==> config.mk <==
export PLATFORM = sky130hd
export DESIGN_NAME = wesm_ctrl
export DESIGN_NICKNAME = d
export VERILOG_FILES = /design/src/hdl/wesm_pkg.sv /design/src/hdl/wesm_ctrl.sv
export SDC_FILE = /design/constraint.sdc
export NUM_CORES = 1
export LEC_CHECK = 0
export ABC_AREA = 0
export BUFFER_PORTS_ARGS = -buffer_cell sky130_fd_sc_hd__buf_2
export CELL_PAD_IN_SITES_DETAIL_PLACEMENT = 1
export CELL_PAD_IN_SITES_GLOBAL_PLACEMENT = 2
export CORE_MARGIN = 2
export CORE_UTILIZATION = 23
export DETAILED_ROUTE_END_ITERATION = 10
export GPL_TIMING_DRIVEN = 0
export PLACE_DENSITY = 0.77
export SYNTH_ARGS = -nofsm -noshare
export SYNTH_HDL_FRONTEND = slang
export SYNTH_SLANG_ARGS = --single-unit
export TNS_END_PERCENT = 1
==> constraint.sdc <==
create_clock -name clk -period 3.54 [get_ports clk]
set_clock_uncertainty 0.05 [all_clocks]
set_input_delay 0.531 -clock clk [delete_from_list [all_inputs] [get_ports clk]]
set_output_delay 0.531 -clock clk [all_outputs]
set_load 0.01 [all_outputs]
==> src/hdl/wesm_pkg.sv <==
// shared types and constants for the windowed error statistics monitor
`default_nettype none
package wesm_pkg;
    localparam int RING_DEPTH = 1024;
    localparam int AW = $clog2(RING_DEPTH);
    localparam int CW = AW + 1;
    localparam logic [47:0] INTEGRAL_MAX = 48'hFFFF_FFFF_FFFF;

    localparam logic [2:0] CFG_WINDOW = 3'd0;
    localparam logic [2:0] CFG_ENABLE = 3'd1;
    localparam logic [2:0] CFG_WARN = 3'd2;
    localparam logic [2:0] CFG_ERROR = 3'd3;
    localparam logic [2:0] CFG_CRIT = 3'd4;

    localparam logic REQ_CLEAR = 1'b1;

    // controller to datapath commands
    typedef struct packed {
        logic load;       // capture input word
        logic clear;      // empty window
        logic drop_full;  // drop oldest because ring full
        logic write;      // store sample
        logic evict_rd;   // issue read at oldest slot
        logic evict_pop;  // pop oldest entry
        logic walk_init;  // reset accumulators
        logic walk_rd;    // issue read at walk index
        logic walk_acc;   // accumulate returned entry
        logic div_start;  // start dividers
        logic sqrt_start; // start square root
        logic finish;     // form result word
    } wesm_cmd_t;

    // datapath to controller status
    typedef struct packed {
        logic is_clear;
        logic full;
        logic empty;
        logic too_old;
        logic walk_done;
        logic div_done;
        logic sqrt_done;
    } wesm_sts_t;
endpackage
`default_nettype wire

==> src/hdl/wesm_ctrl.sv <==
// sequencing state machine for the statistics monitor
`default_nettype none
module wesm_ctrl (
    input  wire logic                clk,
    input  wire logic                rst_n,
    input  wire logic                in_valid,
    output logic                     in_ready,
    output logic                     out_valid,
    input  wire logic                out_ready,
    output wesm_pkg::wesm_cmd_t      cmd,
    input  wire wesm_pkg::wesm_sts_t sts
);
    import wesm_pkg::*;

    localparam logic [3:0] S_IDLE = 4'd0;
    localparam logic [3:0] S_ADD = 4'd1;
    localparam logic [3:0] S_EV_RD = 4'd2;
    localparam logic [3:0] S_EV_WAIT = 4'd3;
    localparam logic [3:0] S_EV_CHK = 4'd4;
    localparam logic [3:0] S_WALK = 4'd5;
    localparam logic [3:0] S_DIV = 4'd6;
    localparam logic [3:0] S_SQRT = 4'd7;
    localparam logic [3:0] S_FIN = 4'd8;
    localparam logic [3:0] S_OUT = 4'd9;

    logic [3:0] state_reg, state_next;

    always_ff @(posedge clk or negedge rst_n)
    begin
        if (!rst_n)
        begin
            state_reg <= S_IDLE;
        end
        else
        begin
            state_reg <= state_next;
        end
    end

    assign in_ready = (state_reg == S_IDLE);
    assign out_valid = (state_reg == S_OUT);

    // next state and commands
    always_comb
    begin
        state_next = state_reg;
        cmd = '0;
        case (state_reg)
            S_IDLE:
            begin
                if (in_valid)
                begin
                    cmd.load = 1'b1;
                    state_next = S_ADD;
                end
            end
            S_ADD:
            begin
                if (sts.is_clear)
                begin
                    cmd.clear = 1'b1;
                    state_next = S_WALK;
                    cmd.walk_init = 1'b1;
                end
                else
                begin
                    cmd.drop_full = sts.full;
                    cmd.write = 1'b1;
                    state_next = S_EV_RD;
                end
            end
            S_EV_RD:
            begin
                if (sts.empty)
                begin
                    cmd.walk_init = 1'b1;
                    state_next = S_WALK;
                end
                else
                begin
                    cmd.evict_rd = 1'b1;
                    state_next = S_EV_WAIT;
                end
            end
            S_EV_WAIT:
            begin
                state_next = S_EV_CHK;
            end
            S_EV_CHK:
            begin
                if (sts.too_old)
                begin
                    cmd.evict_pop = 1'b1;
                    state_next = S_EV_RD;
                end
                else
                begin
                    cmd.walk_init = 1'b1;
                    state_next = S_WALK;
                end
            end
            S_WALK:
            begin
                cmd.walk_rd = 1'b1;
                cmd.walk_acc = 1'b1;
                if (sts.walk_done)
                begin
                    cmd.div_start = 1'b1;
                    state_next = S_DIV;
                end
            end
            S_DIV:
            begin
                if (sts.div_done)
                begin
                    cmd.sqrt_start = 1'b1;
                    state_next = S_SQRT;
                end
            end
            S_SQRT:
            begin
                if (sts.sqrt_done)
                begin
                    state_next = S_FIN;
                end
            end
            S_FIN:
            begin
                cmd.finish = 1'b1;
                state_next = S_OUT;
            end
            S_OUT:
            begin
                if (out_ready)
                begin
                    state_next = S_IDLE;
                end
            end
            default:
            begin
                state_next = S_IDLE;
            end
        endcase
    end
endmodule
`default_nettype wire

==> flow_summary.toml <==
[setup_path]
cp.arrival_ns = 1.66
rr_endpoint = "state_reg[1]"
slowest_delay_ns = 0.41
crit_path_top_delay_cell = "nor4_1"
timing.critical_path.to = "cmd[11]"
crit_path_start = "state_reg[1]"
ff2ff_setup_slack_ns = 1.90
cp-end-kind = "output pin"
critical_path_class = "reg2out"
path_max_fanout = 10
rr_worst_depth = 5
worstPathCellList = "buf_6, clkbuf_1, nor4_1, and2_1, buf_2"
worstReg2RegStart = "state_reg[2]"
cp.required_ns = 2.96
critPathLaunchType = "flip-flop"

[floorplanning]
initial_core_util_pct = 24.8
rows = 16
dieArea_um2 = 2550
io_pins = 25
die_h_um = 50.5
core-area_um2 = 2000
die_w_um = 50.5

[clock_network]
cts_tree = "built"
cts_buffers = 3
clk_pin_slew_ns = 0.04
h-tree-depth = 1
cts_resized = 0
clk_latency_ns = 0.23
cts_root_buf = "clkbuf_4"
clk_path_buf_depth = 2
cts_hold_buf = 0
clkSinkCount = 4
cts_setup_buffers = 0

[placement]
dp.cells = 122
place_area_um2 = 651
portBuffers = 24
gp_congestion = 0.711
hpwl_um = 1250

[synth]
syn_avg_cell_area_um2 = 7.00
synth_cell_types = 31
synth_top_cell_area_share_pct = 20.2
ys_seq_elements = 4
syn_inst = 71
synth_edf_count = 0
syn_nets = 82
yosys-top-cells-count = "7 x nor3_1, 6 x nor2_1"
ys_top_cells_by_area = "dfrtp_1 20%, nor3_1 7.1%, a31oi_1 5.0%"
async_flop_share_pct = 100
yosysTopAreaCell = "dfrtp_1"
synth_seq_area_share_pct = 20.2
yosys_warnings = 0
syn_area_um2 = 497
yosys_most_used_dff = "dfrtp_1"
synth_most_common_cell = "nor3_1"

[layout]
final_cell_area_um2 = 673
antennaDiodeCount = 0
syn_to_final_growth_pct = 35.5
layout.nets = 111
largest_reg_flops = 4
drive_above_1_share_pct = 34.7
final_cells = 125

[routing]
antenna_left = 0
wl_per_cell_um = 13.0
drtPass1Iterations = 4
viasPerCell = 5.02
routed_wl_um = 1620
num_vias = 627
drtIter0Drc = 11
remaining_drc_errors = 0

[sta]
relSlewSlack_pct = 69.9
period_minus_slack_ns = 2.24
period_share_pct = 63.3
fmax_mhz = 447
rsz0062_at_grt = "false"
tns_ns = 0
slew_viol_final = 0
worst_pin_slew_ns = 0.451
setup_viol = 0
hold_viol_final = 0

[grt]
grt_pass1_wl_um = 2630
track_usage_pct = 13.5
overflow = 0
grt_max_degree = 11
antenna_found_initial = 0
grt_pass1_vias = 579

[run]
maxCapViolations = 0

[power_and_ir_drop]
ir_drop_v = 0.000253
power.density_nw_per_um2 = 854
p_leak_nw = 0.322

[hold_path]
hold_class = "in2async"

[outcome]
status = "finished, final reports clean"
area by class of cell:
cell class                 count  area [um^2]
sequential                     4          100
tap                           27         33.8
inverter                       4         15.0
multi-input combinational     55          337
clock buffer                   3         22.5
timing repair buffer          24          120
buffer                         8         45.0
fill                         285         1330
worst min path at each step:
stage / from / end / cells past startpoint / slack (ns)
floorplan: rst_n / state_reg[0] / 0 / 0.19
global placement: rst_n / state_reg[1] / 1 / 0.28
detailed placement: rst_n / state_reg[1] / 1 / 0.29
CTS: rst_n / state_reg[2] / 1 / 0.04
global route: rst_n / state_reg[2] / 1 / 0.03
finish: rst_n / state_reg[2] / 1 / 0.04
worst max-delay path: cells and delay by family, from the launching register on:
kind | cells | cell delay (ns)
AND/OR/NAND/NOR | 2 | 0.58
flip-flops | 1 | 0.36
buffers and inverters | 3 | 0.48
power by group:
group	internal [mW]	leakage (nW)	switching, mW
Combinational	0.176	0.259	0.267
Sequential	0.0683	0.0490	0.00757
Clock	0.0379	0.0138	0.0181
Total	0.282	0.322	0.292
stage by stage:
step                setup WS [ns]  power [mW]  hold WS (ns)  util (%)
floorplan                    1.55       0.397         0.185         -
global placement             1.59       0.522         0.285      32.5
detailed placement           1.57       0.518         0.287      32.5
CTS                          1.31       0.577        0.0378      33.6
global route                 1.15       0.633        0.0297      33.6
finish                       1.30       0.575        0.0402      33.6
cell families (layout without fill, tap and decap cells):
group	count (synthesis)	in the layout	synth area share (%)
AO/OA/AOI/OAI	18	18	26.7
buffers and inverters	12	39	12.1
flip-flops	4	4	20.2
AND/OR/NAND/NOR	37	37	41.1
layout by cell type, fill, tap and decap left out, types with 2 or more instances in the layout:
cell and n:
and2_1 2, nor3_1 7, o21ai_1 4, clkbuf_4 3, nor3b_1 2, nand2_1 4
nor2b_1 2, nand2b_1 4, nor4_1 3, nor4b_1 2, buf_2 27, nand3_1 2
dfrtp_1 4, buf_1 2, a31oi_1 4, a21oi_1 2, nor2_1 6, inv_1 4
metal layers:
layer	global-route usage, %	part of all wire (%)	up-vias
met3	2.08	4.4	2
met2	19.5	43	14
met4	6.76	0.92	0
li1	-	-	314
met5	0	0	-
met1	19.3	51	297
Note: power is estimated with default switching activity, not from simulation.
